### src/sv/alc_pkg.sv
// Package for the associative LRU tag cache: sizes, opcodes, slot entry and
// scan status types shared by the interfaces and all modules. No dependencies.
`timescale 1ns / 1ps
`default_nettype none

package alc_pkg;

  localparam int SLOTS      = 8;
  localparam int ADDR_BITS  = 48;
  localparam int IDX_W      = (SLOTS > 1) ? $clog2(SLOTS) : 1;
  localparam int SRC_ADDR_W = 48;
  localparam int KEY_ADDR_W = (ADDR_BITS < SRC_ADDR_W) ? ADDR_BITS : SRC_ADDR_W;
  localparam int DIM_W      = 16;
  localparam int TARGET_W   = 16;
  localparam int STAMP_W    = 64;
  localparam int SLOT_OUT_W = 3;

  localparam logic OP_LOOKUP  = 1'b0;
  localparam logic OP_RELEASE = 1'b1;

  typedef struct packed {
    logic [KEY_ADDR_W-1:0] addr;
    logic [DIM_W-1:0]      width;
    logic [DIM_W-1:0]      height;
    logic [STAMP_W-1:0]    stamp;
  } slot_entry_t;

  typedef struct packed {
    logic step;   // evaluate the slot now on the read port
    logic first;  // this is slot zero, restart the victim search
  } scan_ctrl_t;

  typedef struct packed {
    logic             hit;           // current slot matches the key
    logic [IDX_W-1:0] victim;        // victim chosen so far
    logic             victim_valid;  // victim slot holds a valid entry
  } scan_status_t;

  // Slot index as reported on the result channel: its low three bits.
  function automatic logic [SLOT_OUT_W-1:0] slot_code(input logic [IDX_W-1:0] idx);
    logic [IDX_W+SLOT_OUT_W-1:0] ext;
    ext = {{SLOT_OUT_W{1'b0}}, idx};
    return ext[SLOT_OUT_W-1:0];
  endfunction

endpackage

`default_nettype wire

### src/sv/alc_if.sv
// Valid/ready channel interfaces for the request and result beats of the
// associative LRU tag cache. Depends on alc_pkg.
`timescale 1ns / 1ps
`default_nettype none

interface alc_req_if;
  import alc_pkg::*;
  logic                  valid;
  logic                  ready;
  logic                  opcode;
  logic [TARGET_W-1:0]   target_id;
  logic [SRC_ADDR_W-1:0] source_address;
  logic [DIM_W-1:0]      image_width;
  logic [DIM_W-1:0]      image_height;

  modport source (output valid, opcode, target_id, source_address, image_width,
                  image_height, input ready);
  modport sink (input valid, opcode, target_id, source_address, image_width,
                image_height, output ready);
endinterface

interface alc_rsp_if;
  import alc_pkg::*;
  logic                  valid;
  logic                  ready;
  logic                  hit;
  logic [SLOT_OUT_W-1:0] slot_index;
  logic                  evicted;
  logic                  flushed;

  modport source (output valid, hit, slot_index, evicted, flushed, input ready);
  modport sink (input valid, hit, slot_index, evicted, flushed, output ready);
endinterface

`default_nettype wire

### src/sv/alc_slot_ram.sv
// Slot store of the tag cache: key and timestamp per slot, one write port and
// one registered read port. Depends on alc_pkg.
`timescale 1ns / 1ps
`default_nettype none

module alc_slot_ram
  import alc_pkg::*;
(
  input  wire logic        clk,
  input  wire logic        wr_en,
  input  wire logic [IDX_W-1:0] wr_idx,
  input  wire slot_entry_t wr_data,
  input  wire logic [IDX_W-1:0] rd_idx,
  output slot_entry_t      rd_data
);

  slot_entry_t mem [SLOTS];

  always_ff @(posedge clk) begin
    if (wr_en) begin
      mem[wr_idx] <= wr_data;
    end
    rd_data <= mem[rd_idx];
  end

endmodule

`default_nettype wire

### src/sv/alc_scan.sv
// Shared compare unit of the tag cache: matches one slot per cycle against
// the key and tracks the LRU victim across the scan. Depends on alc_pkg.
`timescale 1ns / 1ps
`default_nettype none

module alc_scan
  import alc_pkg::*;
(
  input  wire logic                  clk,
  input  wire scan_ctrl_t            ctrl,
  input  wire logic [IDX_W-1:0]      idx,
  input  wire slot_entry_t           entry,
  input  wire logic                  entry_valid,
  input  wire logic [KEY_ADDR_W-1:0] key_addr,
  input  wire logic [DIM_W-1:0]      key_width,
  input  wire logic [DIM_W-1:0]      key_height,
  output scan_status_t               status
);

  logic [IDX_W-1:0]   victim;
  logic               victim_valid;
  logic [STAMP_W-1:0] victim_stamp;
  logic               take;

  // An empty slot always wins (so the last empty one is kept); among valid
  // slots only a strictly older stamp replaces the current choice.
  assign take = ctrl.first || !entry_valid ||
                (victim_valid && (entry.stamp < victim_stamp));

  always_ff @(posedge clk) begin
    if (ctrl.step && take) begin
      victim       <= idx;
      victim_valid <= entry_valid;
      victim_stamp <= entry.stamp;
    end
  end

  assign status.hit = entry_valid && (entry.addr == key_addr) &&
                      (entry.width == key_width) && (entry.height == key_height);
  assign status.victim       = victim;
  assign status.victim_valid = victim_valid;

endmodule

`default_nettype wire

### src/sv/assoc_lru_tag_cache.sv
// Top level of the fully associative LRU tag cache: sequencer, valid bits,
// use counter, owner register and result register. Depends on alc_pkg,
// alc_if, alc_slot_ram and alc_scan.
`timescale 1ns / 1ps
`default_nettype none

// Usage
// The block keeps SLOTS tag slots keyed by source address, width and height.
// Request beats arrive on req; each produces exactly one result beat on rsp.
// A lookup first drops every slot when the cache is owned by a different
// nonzero target, then walks the slots one per cycle through a single
// compare unit fed by the slot RAM's registered read port. A hit stops the
// walk and refreshes the slot's stamp; a miss fills the last empty slot or
// else the lowest-index slot with the oldest stamp.
// Sequence: a lookup is accepted in the idle state, scans one to SLOTS slots
// through the single read port, writes the chosen slot and then loads the
// result register. A release goes straight from acceptance to loading the
// result register.
// req.ready is high only while the sequencer is idle, one item at a time.
// Reset clears the valid bits, the owner and the use counter; slot contents
// are not cleared, as they are read only behind a valid bit. The use counter
// is never cleared by a release. req.ready stays low while rst is high.
// When the receiver stalls, the finished result waits in the output
// register and the next request is still accepted and processed; that
// request then waits for the output register to drain before its result is loaded.

module assoc_lru_tag_cache
  import alc_pkg::*;
(
  input  wire logic clk,
  input  wire logic rst,
  alc_req_if.sink   req,
  alc_rsp_if.source rsp
);

  localparam logic [1:0] ST_IDLE  = 2'd0;
  localparam logic [1:0] ST_SCAN  = 2'd1;
  localparam logic [1:0] ST_WRITE = 2'd2;
  localparam logic [1:0] ST_RESP  = 2'd3;

  localparam logic [IDX_W-1:0] LAST_IDX = IDX_W'(SLOTS - 1);

  logic [1:0]            state;
  logic [IDX_W-1:0]      idx;
  logic [SLOTS-1:0]      valid;
  logic [STAMP_W-1:0]    use_count;
  logic [TARGET_W-1:0]   owner;

  // Latched request.
  logic [TARGET_W-1:0]   key_target;
  logic [KEY_ADDR_W-1:0] key_addr;
  logic [DIM_W-1:0]      key_width;
  logic [DIM_W-1:0]      key_height;

  // Result being built.
  logic                  res_hit;
  logic [IDX_W-1:0]      res_idx;
  logic                  res_evicted;
  logic                  res_flushed;

  logic                  accept;
  logic                  last;
  logic                  rsp_load;
  logic [IDX_W-1:0]      rd_idx;
  logic [IDX_W-1:0]      wr_idx;
  logic                  wr_en;
  logic [STAMP_W-1:0]    use_count_next;
  logic                  rel_flush;
  logic                  look_flush;
  slot_entry_t           rd_data;
  slot_entry_t           wr_data;
  scan_ctrl_t            scan_ctrl;
  scan_status_t          scan_status;

  assign req.ready = (state == ST_IDLE) && !rst;
  assign accept    = req.valid && req.ready;
  assign last      = (idx == LAST_IDX);
  assign rsp_load  = (state == ST_RESP) && (!rsp.valid || rsp.ready);

  assign rel_flush  = (req.target_id == '0) || (req.target_id == owner);
  assign look_flush = (owner != '0) && (owner != req.target_id);

  // The read port runs one slot ahead of the compare unit.
  always_comb begin
    if (state == ST_IDLE || last) begin
      rd_idx = '0;
    end else begin
      rd_idx = idx + IDX_W'(1);
    end
  end

  assign scan_ctrl.step  = (state == ST_SCAN);
  assign scan_ctrl.first = (idx == '0);

  assign wr_en          = (state == ST_WRITE);
  assign wr_idx         = res_hit ? res_idx : scan_status.victim;
  assign use_count_next = use_count + STAMP_W'(1);

  assign wr_data.addr   = key_addr;
  assign wr_data.width  = key_width;
  assign wr_data.height = key_height;
  assign wr_data.stamp  = use_count_next;

  alc_slot_ram u_ram (
    .clk     (clk),
    .wr_en   (wr_en),
    .wr_idx  (wr_idx),
    .wr_data (wr_data),
    .rd_idx  (rd_idx),
    .rd_data (rd_data)
  );

  alc_scan u_scan (
    .clk         (clk),
    .ctrl        (scan_ctrl),
    .idx         (idx),
    .entry       (rd_data),
    .entry_valid (valid[idx]),
    .key_addr    (key_addr),
    .key_width   (key_width),
    .key_height  (key_height),
    .status      (scan_status)
  );

  // Sequencer and control state.
  always_ff @(posedge clk) begin
    if (rst) begin
      state     <= ST_IDLE;
      idx       <= '0;
      valid     <= '0;
      use_count <= '0;
      owner     <= '0;
    end else begin
      unique case (state)
        ST_IDLE: begin
          idx <= '0;
          if (accept) begin
            if (req.opcode == OP_RELEASE) begin
              if (rel_flush) begin
                valid <= '0;
                owner <= '0;
              end
              state <= ST_RESP;
            end else begin
              if (look_flush) begin
                valid <= '0;
                owner <= '0;
              end
              state <= ST_SCAN;
            end
          end
        end
        ST_SCAN: begin
          if (scan_status.hit || last) begin
            state <= ST_WRITE;
          end else begin
            idx <= idx + IDX_W'(1);
          end
        end
        ST_WRITE: begin
          use_count      <= use_count_next;
          valid[wr_idx]  <= 1'b1;
          if (!res_hit) begin
            owner <= key_target;
          end
          state <= ST_RESP;
        end
        ST_RESP: begin
          if (rsp_load) begin
            state <= ST_IDLE;
          end
        end
        default: state <= ST_IDLE;
      endcase
    end
  end

  // Request key and result payload.
  always_ff @(posedge clk) begin
    if (accept) begin
      key_target  <= req.target_id;
      key_addr    <= req.source_address[KEY_ADDR_W-1:0];
      key_width   <= req.image_width;
      key_height  <= req.image_height;
      res_hit     <= 1'b0;
      res_idx     <= '0;
      res_evicted <= 1'b0;
      res_flushed <= (req.opcode == OP_RELEASE) ? rel_flush : look_flush;
    end
    if (state == ST_SCAN && scan_status.hit) begin
      res_hit <= 1'b1;
      res_idx <= idx;
    end
    if (state == ST_WRITE) begin
      res_idx     <= wr_idx;
      res_evicted <= !res_hit && scan_status.victim_valid;
    end
  end

  // Output register.
  always_ff @(posedge clk) begin
    if (rst) begin
      rsp.valid <= 1'b0;
    end else if (rsp_load) begin
      rsp.valid <= 1'b1;
    end else if (rsp.ready) begin
      rsp.valid <= 1'b0;
    end
  end

  always_ff @(posedge clk) begin
    if (rsp_load) begin
      rsp.hit        <= res_hit;
      rsp.slot_index <= slot_code(res_idx);
      rsp.evicted    <= res_evicted;
      rsp.flushed    <= res_flushed;
    end
  end

endmodule

`default_nettype wire

### src/flat_wrapper.sv
// flat-port wrapper written by rule: the top's interface ports become plain ports
module assoc_lru_tag_cache_flat import alc_pkg::*;
  (clk, rst, req_valid, req_opcode, req_target_id, req_source_address, req_image_width, req_image_height, req_ready, rsp_valid, rsp_hit, rsp_slot_index, rsp_evicted, rsp_flushed, rsp_ready);
  alc_req_if req_i ();
  alc_rsp_if rsp_i ();
  input  wire logic clk;
  input  wire logic rst;
  input wire logic [$bits(req_i.valid)-1:0] req_valid;
  input wire logic [$bits(req_i.opcode)-1:0] req_opcode;
  input wire logic [$bits(req_i.target_id)-1:0] req_target_id;
  input wire logic [$bits(req_i.source_address)-1:0] req_source_address;
  input wire logic [$bits(req_i.image_width)-1:0] req_image_width;
  input wire logic [$bits(req_i.image_height)-1:0] req_image_height;
  output wire logic [$bits(req_i.ready)-1:0] req_ready;
  output wire logic [$bits(rsp_i.valid)-1:0] rsp_valid;
  output wire logic [$bits(rsp_i.hit)-1:0] rsp_hit;
  output wire logic [$bits(rsp_i.slot_index)-1:0] rsp_slot_index;
  output wire logic [$bits(rsp_i.evicted)-1:0] rsp_evicted;
  output wire logic [$bits(rsp_i.flushed)-1:0] rsp_flushed;
  input wire logic [$bits(rsp_i.ready)-1:0] rsp_ready;
  assign req_i.valid = req_valid;
  assign req_i.opcode = req_opcode;
  assign req_i.target_id = req_target_id;
  assign req_i.source_address = req_source_address;
  assign req_i.image_width = req_image_width;
  assign req_i.image_height = req_image_height;
  assign req_ready = req_i.ready;
  assign rsp_valid = rsp_i.valid;
  assign rsp_hit = rsp_i.hit;
  assign rsp_slot_index = rsp_i.slot_index;
  assign rsp_evicted = rsp_i.evicted;
  assign rsp_flushed = rsp_i.flushed;
  assign rsp_i.ready = rsp_ready;
  assoc_lru_tag_cache u_core (.clk(clk), .rst(rst), .req(req_i), .rsp(rsp_i));
endmodule
### config.mk
export PLATFORM = sky130hd
export DESIGN_NAME = assoc_lru_tag_cache_flat
export DESIGN_NICKNAME = d
export VERILOG_FILES = /design/src/sv/alc_pkg.sv /design/src/sv/alc_if.sv /design/src/sv/alc_slot_ram.sv /design/src/sv/alc_scan.sv /design/src/sv/assoc_lru_tag_cache.sv /design/src/flat_wrapper.sv
export SDC_FILE = /design/constraint.sdc
export NUM_CORES = 2
export LEC_CHECK = 0
export ABC_AREA = 1
export BUFFER_PORTS_ARGS = -buffer_cell sky130_fd_sc_hd__clkbuf_2
export CAP_MARGIN = 20
export CORE_MARGIN = 5
export CORE_UTILIZATION = 50
export CTS_CLUSTER_SIZE = 12
export DETAILED_ROUTE_END_ITERATION = 10
export PLACE_DENSITY = 0.7
export SYNTH_ARGS = -nofsm -noshare
export SYNTH_HDL_FRONTEND = slang
export SYNTH_SLANG_ARGS = --single-unit
export TNS_END_PERCENT = 5
### constraint.sdc
create_clock -name clk -period 11.6 [get_ports clk]
set_input_delay 1.16 -clock clk [delete_from_list [all_inputs] [get_ports clk]]
set_output_delay 1.16 -clock clk [all_outputs]
set_load 0.05 [all_outputs]
# ---- After elaboration in Yosys (flattened, before gate mapping)
# Memory sizes are Yosys's and may differ from the RTL's. A register that Yosys moved wholly into a read port is not among the register bits.
# Cells that the tools add are included.
dict set report word_totals {
  rom_bits 0
  memories 1
  out_inout_bits 8
  mem_bits_rw 1152
  latch_bits 0
  register_bits 270
}
# name words width read_ports rd_clocked_by_memory_dff wr line
set memory_table {}
lappend memory_table {u_core.u_ram.mem 8 144 1 1 1 alc_slot_ram.sv:17} ;# slot_entry_t mem [SLOTS];
dict set report classes {
  div 0
  n_lt_le_gt_ge 4
  n_mux 34
  eq_ne 16
  n_addsub 2
  bitwise_logic 1
  mul 0
  reduce_logical 35
  n_shift 0
}
# operator n
set op_table {}
lappend op_table {{$mux W16} 5}
lappend op_table {{$add A64 B1 Y64 const B} 1}
lappend op_table {{$lt A64 B64 Y1} 1}
lappend op_table {{$eq A16 B16 Y1} 3}
lappend op_table {{$eq A48 B48 Y1} 1}
lappend op_table {{$mux W8} 4}
lappend op_table {{$pmux W16 S2} 1}
lappend op_table {{$mux W3} 6}
lappend op_table {{$logic_not A16 Y1} 1}
lappend op_table {{$ne A16 B16 Y1} 1}
lappend op_table {{$pmux W8 S2} 1}
lappend op_table {{$reduce_bool A16 Y1} 1}
lappend op_table {{$logic_and A1 B1 Y1} 12}
lappend op_table {{$mux W1} 9}
lappend op_table {{$lt A3 B4 Y1 const B} 2}
lappend op_table {{$mux W2} 4}
lappend op_table {{$or A8 B8 Y8} 1}
lappend op_table {{$pmux W2 S4} 1}
lappend op_table {{$reduce_bool A2 Y1} 4}
lappend op_table {{$logic_or A1 B1 Y1} 6}
lappend op_table {{$ne A2 B1 Y1 const B} 3}
lappend op_table {{$ne A3 B2 Y1 const B} 2}
lappend op_table {{$pmux W3 S2} 1}
lappend op_table {{$reduce_and A5 Y1} 1}
lappend op_table {{other kinds (15)} 20}

# ---- Depth between registers and ports, before layout
dict set report logic_depth {
  depth_word 8
  mapped_depth 15
}

# ---- Cells and area by module
# A second synthesis with hierarchy kept.
dict set report hier_totals {
  hier_cells 6789
  area_unflattened_um2 67459.7
}
# mod instances seq_area_each_um2 cells_per_inst area_each_um2
set by_module_without_submodules {}
lappend by_module_without_submodules {alc_slot_ram 1 37475.9 5137 53164.7}
lappend by_module_without_submodules {assoc_lru_tag_cache 1 5114.9 1106 9467.8}
lappend by_module_without_submodules {alc_scan 1 2042.0 546 4827.1}

# ---- Worst setup path after synthesis
# Ideal clock, no wire load.
dict set report synth_timing {
  kind {register to register}
  startpoint {register u_core.state[0]}
  endpoint {memory u_core.u_ram.mem[0][0] in the netlist's numbering (enable)}
  setup_time_ns 0.649
  t_required_ns 10.951
  arrival_ns 7.376
  stages_incl_launch_ff 9
  period_less_slack_ns 8.025
  path_slack_ns 3.575
  path_cell_list {dfxtp_1 > inv_1 > ha_1 > buf_2 > inv_1 > clkbuf_1 > clkbuf_1 > buf_1 > nor2_1}
}
dict set report synth_between {
  elab_chain_cells 3
}
# item line
set synth_rtl {}
lappend synth_rtl {{start, declared} assoc_lru_tag_cache.sv:43} ;# logic [1:0] state;
lappend synth_rtl {{start signal, assigned} assoc_lru_tag_cache.sv:128} ;# state <= ST_IDLE;
lappend synth_rtl {{start signal, assigned} assoc_lru_tag_cache.sv:143} ;# state <= ST_RESP;
lappend synth_rtl {{start signal, assigned} assoc_lru_tag_cache.sv:149} ;# state <= ST_SCAN;
lappend synth_rtl {{$eq A2 B2 Y1} assoc_lru_tag_cache.sv:95} ;# assign wr_en = (state == ST_WRITE);
lappend synth_rtl {{$mux W1} alc_slot_ram.sv:20} ;# if (wr_en) begin
lappend synth_rtl {{$mux W1 (not written as such)} alc_slot_ram.sv:21} ;# mem[wr_idx] <= wr_data;
lappend synth_rtl {{end, declared} alc_slot_ram.sv:17}
# Every way passes these cells.

# ---- Worst setup path after layout
dict set report layout_timing {
  startpoint {register u_core.idx[0]}
  endpoint {register, netlist name u_core.u_ram.rd_data[143]}
}
dict set report layout_between {
  elab_chain_cells 3
  elab_cells_between_ends 4
  classes_between {add/sub: 1; eq/ne: 1; mux: 1; reduce/logical: 1}
}
# item line
set layout_rtl {}
lappend layout_rtl {{start, declared} assoc_lru_tag_cache.sv:44} ;# logic [IDX_W-1:0] idx;
lappend layout_rtl {{start signal, assigned} assoc_lru_tag_cache.sv:157} ;# idx <= idx + IDX_W'(1);
lappend layout_rtl {{parallel branches: the longest is 2 deep, another holds $add A3 B1 Y3} n/a}
lappend layout_rtl {{$mux W3 *} assoc_lru_tag_cache.sv:85} ;# if (state == ST_IDLE || last) begin
# Every way passes the cells marked *.
# A chain may end at the register's enable or synchronous reset.

==> results.toml <==
[run_status]
status = "finished, final reports clean"

[sta]
rsz0062_at_grt = "no"
slew-limit-headroom_pct = 19.80
finalSetupTns_ps = 0
fin_crit_sh_pct = 42.24
drv_slew = 0
fmax_mhz = 204.1
hold_ws_ps = 430.7
setup_violations = 0
finalClockSkew_ps = 28.42
tightest_slew_ps = 1203
period_minus_slack_ps = 4900
finalHoldViolCount = 0

[global_routing]
grt-ovfl-total = 0
antenna_found_initial = 1
grt_first_pass_wirelength_um = 219700
grt_pass1_vias = 38490
grt_usage_pct = 21.19
grt_max_degree = 218

[clock_network]
h-tree-depth = 4
clkLatencyLatePin_ps = 780
cts_buffer_depth = 3
path_clk_slew_ps = 60
clock_sinks = 1566
cts_hold_buf = 0
cts_root_buf = "clkbuf_16"
post-cts-setup-buffers = 0
cts_tree = "yes"
ctsResizeCount = 0
cts_buffers = 160

[placed_design]
io_buffer_count = 108
dp_hpwl_um = 75090
placed_area_mm2 = 0.06517
place.gp.congestion = 0.8788

[logic_synthesis]
synthFlopType = "edfxtp_1"
synthTopCellsByCount = "1327 x edfxtp_1, 843 x nand2_1, 579 x nor2_1, 353 x inv_1"
synth_most_common_cell = "edfxtp_1"
synth-seq-cells = 1566
synth_nets = 5351
synth_top_area_cell = "edfxtp_1"
synth_top_area_share_pct = 63.03
netlist_instances = 5179
syn_area_per_cell_um2 = 12.21
yosys_warnings = 0
synth_area_mm2 = 0.06322
synth_area_leaders = "edfxtp_1 63%, dfxtp_1 7.6%, nand2_1 5.0%"
ys_async_sr_fraction_pct = 0
yosysSeqAreaShare_pct = 70.60
synth_edf_count = 1327
synth_cell_type_count = 46

[cells_and_area]
final_area_mm2 = 0.07015
post-route-util_pct = 55.87
drive_above_1_share_pct = 12.95
nets = 5400
fillers = 10070
area_growth_pct = 10.97

[power]
ir_worst_vdd_mv = 0.2384
power_uw = 17140
leakagePower_uw = 0.02518
power_density_mw_per_mm2 = 244.4

[critical_path]
crit_fanout = 112
reg2reg_slack_ps = 6700
worstPathArrival_ps = 5600
cp_data_required_time_ps = 12300
start_kind = "flip-flop"
criticalPathCategory = "reg -> reg"
end_kind = "flip-flop"

[routing]
drc_errors = 0
ant_nets = 0
drt-vias-per-instance = 5.563
routed_wl_um = 142400
vias = 39010
wl_per_cell_um = 20.31
first_pass_iters = 5
drt_iter0_markers = 3626

[die]
dieArea_mm2 = 0.1337
rows = 130
num_io_pins = 109
die_y_um = 365.6
coreArea_mm2 = 0.1256
initial_utilization_pct = 50.35
die_x_um = 365.6

[flow_run]
drv_cap = 0

[worst_hold_path]
hp-class = "reg -> reg"
[worst max-delay path, stage by stage (launching register included)]
cell	delay, ps
dfxtp_1	520
ha_1	220
ha_1	190
nor2_2	120
nand2_8	480
buf_4	950
buf_4	840
buf_4	740
nor2_1	100
nor3_1	240
a211oi_1	70
a31oi_1	180
[metal layers]
layer,GRT usage (%),part of all wire (%),wire length [um]
met5,0,0.0091,13
met2,34.58,47,67180
met1,30.10,45,63780
met3,3.154,6.1,8646
met4,5.751,2.0,2808
[state kept, by name, summed over array words and instances, names as in the netlist, 8 cells and up]
register / cells
u_core.u_ram.mem: 1152
u_core.valid: 8
u_core.use_count: 64
u_core.u_scan.victim_stamp: 64
u_core.key_target: 16
u_core.u_ram.rd_data: 144
u_core.key_addr: 48
u_core.key_width: 16
u_core.owner: 16
u_core.key_height: 16
[where the power goes]
| part | leakage, uW | internal (uW) | switching (uW) |
|---|---|---|---|
| Combinational | 0.00868 | 1500 | 3240 |
| Sequential | 0.0141 | 7120 | 400 |
| Clock | 0.00239 | 2800 | 2080 |
| Total | 0.0252 | 11400 | 5720 |
[kinds of logic after synthesis]
group	share of synthesized area, %
simple gates	14.38
compound gates	8.385
flops	70.60
fa+ha+maj	1.405
buf+inv	3.986
xor+xnor	1.247
[through the flow]
stage                     setup slack (ps)  instances
final                                 6700       7012
after global routing                  6265       7011
after CTS                             6742       7010
after detailed placement              6701       6715
after global placement                6905       6715
after floorplan                       3575       5179
[final timing paths]
| kind | from | endpoint | depth (start not counted) |
|---|---|---|---|
| worst max register to register | u_core.idx[0]$_SDFFE_PP0P_ | u_core.u_ram.rd_data[143]$_DFF_P_ | 11 |
| worst min register to register | u_core.u_ram.rd_data[39]$_DFF_P_ | u_core.u_scan.victim_stamp[39]$_DFFE_PP_ | 0 |
| worst min-delay path | u_core.u_ram.rd_data[39]$_DFF_P_ | u_core.u_scan.victim_stamp[39]$_DFFE_PP_ | 0 |
| worst max-delay path | u_core.idx[0]$_SDFFE_PP0P_ | u_core.u_ram.rd_data[143]$_DFF_P_ | 11 |
[placed cells by master (no fill, tap or decap), drive strengths merged, types with 2 or more instances in the layout]
| cell type | n |
|---|---|
| nor3 | 186 |
| nand4 | 50 |
| a21oi | 105 |
| edfxtp | 1327 |
| dfxtp | 239 |
| o21ai | 103 |
| o211ai | 293 |
| o21a | 2 |
| xor2 | 90 |
| a31oi | 146 |
| nand3b | 5 |
| or2 | 295 |
| bufinv | 4 |
| clkbuf | 366 |
| clkinv | 26 |
| nor2 | 587 |
| nor4 | 14 |
| inv | 366 |
| ha | 71 |
| a211oi | 145 |
| buf | 36 |
| nand3 | 44 |
| nand2 | 849 |
| nor3b | 6 |
[cell type report]
type	count	area (um2)	share of cell area [%]
diodes	1	2.502	0.003567
well taps	1650	2064	2.943
multi-input cells	2996	16180	23.06
repair buffers	143	943.4	1.345
inverters	361	1375	1.960
clock inverters	36	375.4	0.5351
clock buffers	259	4583	6.533
flip-flops and latches	1566	44630	63.62
Power figures use the tool's default switching activity.
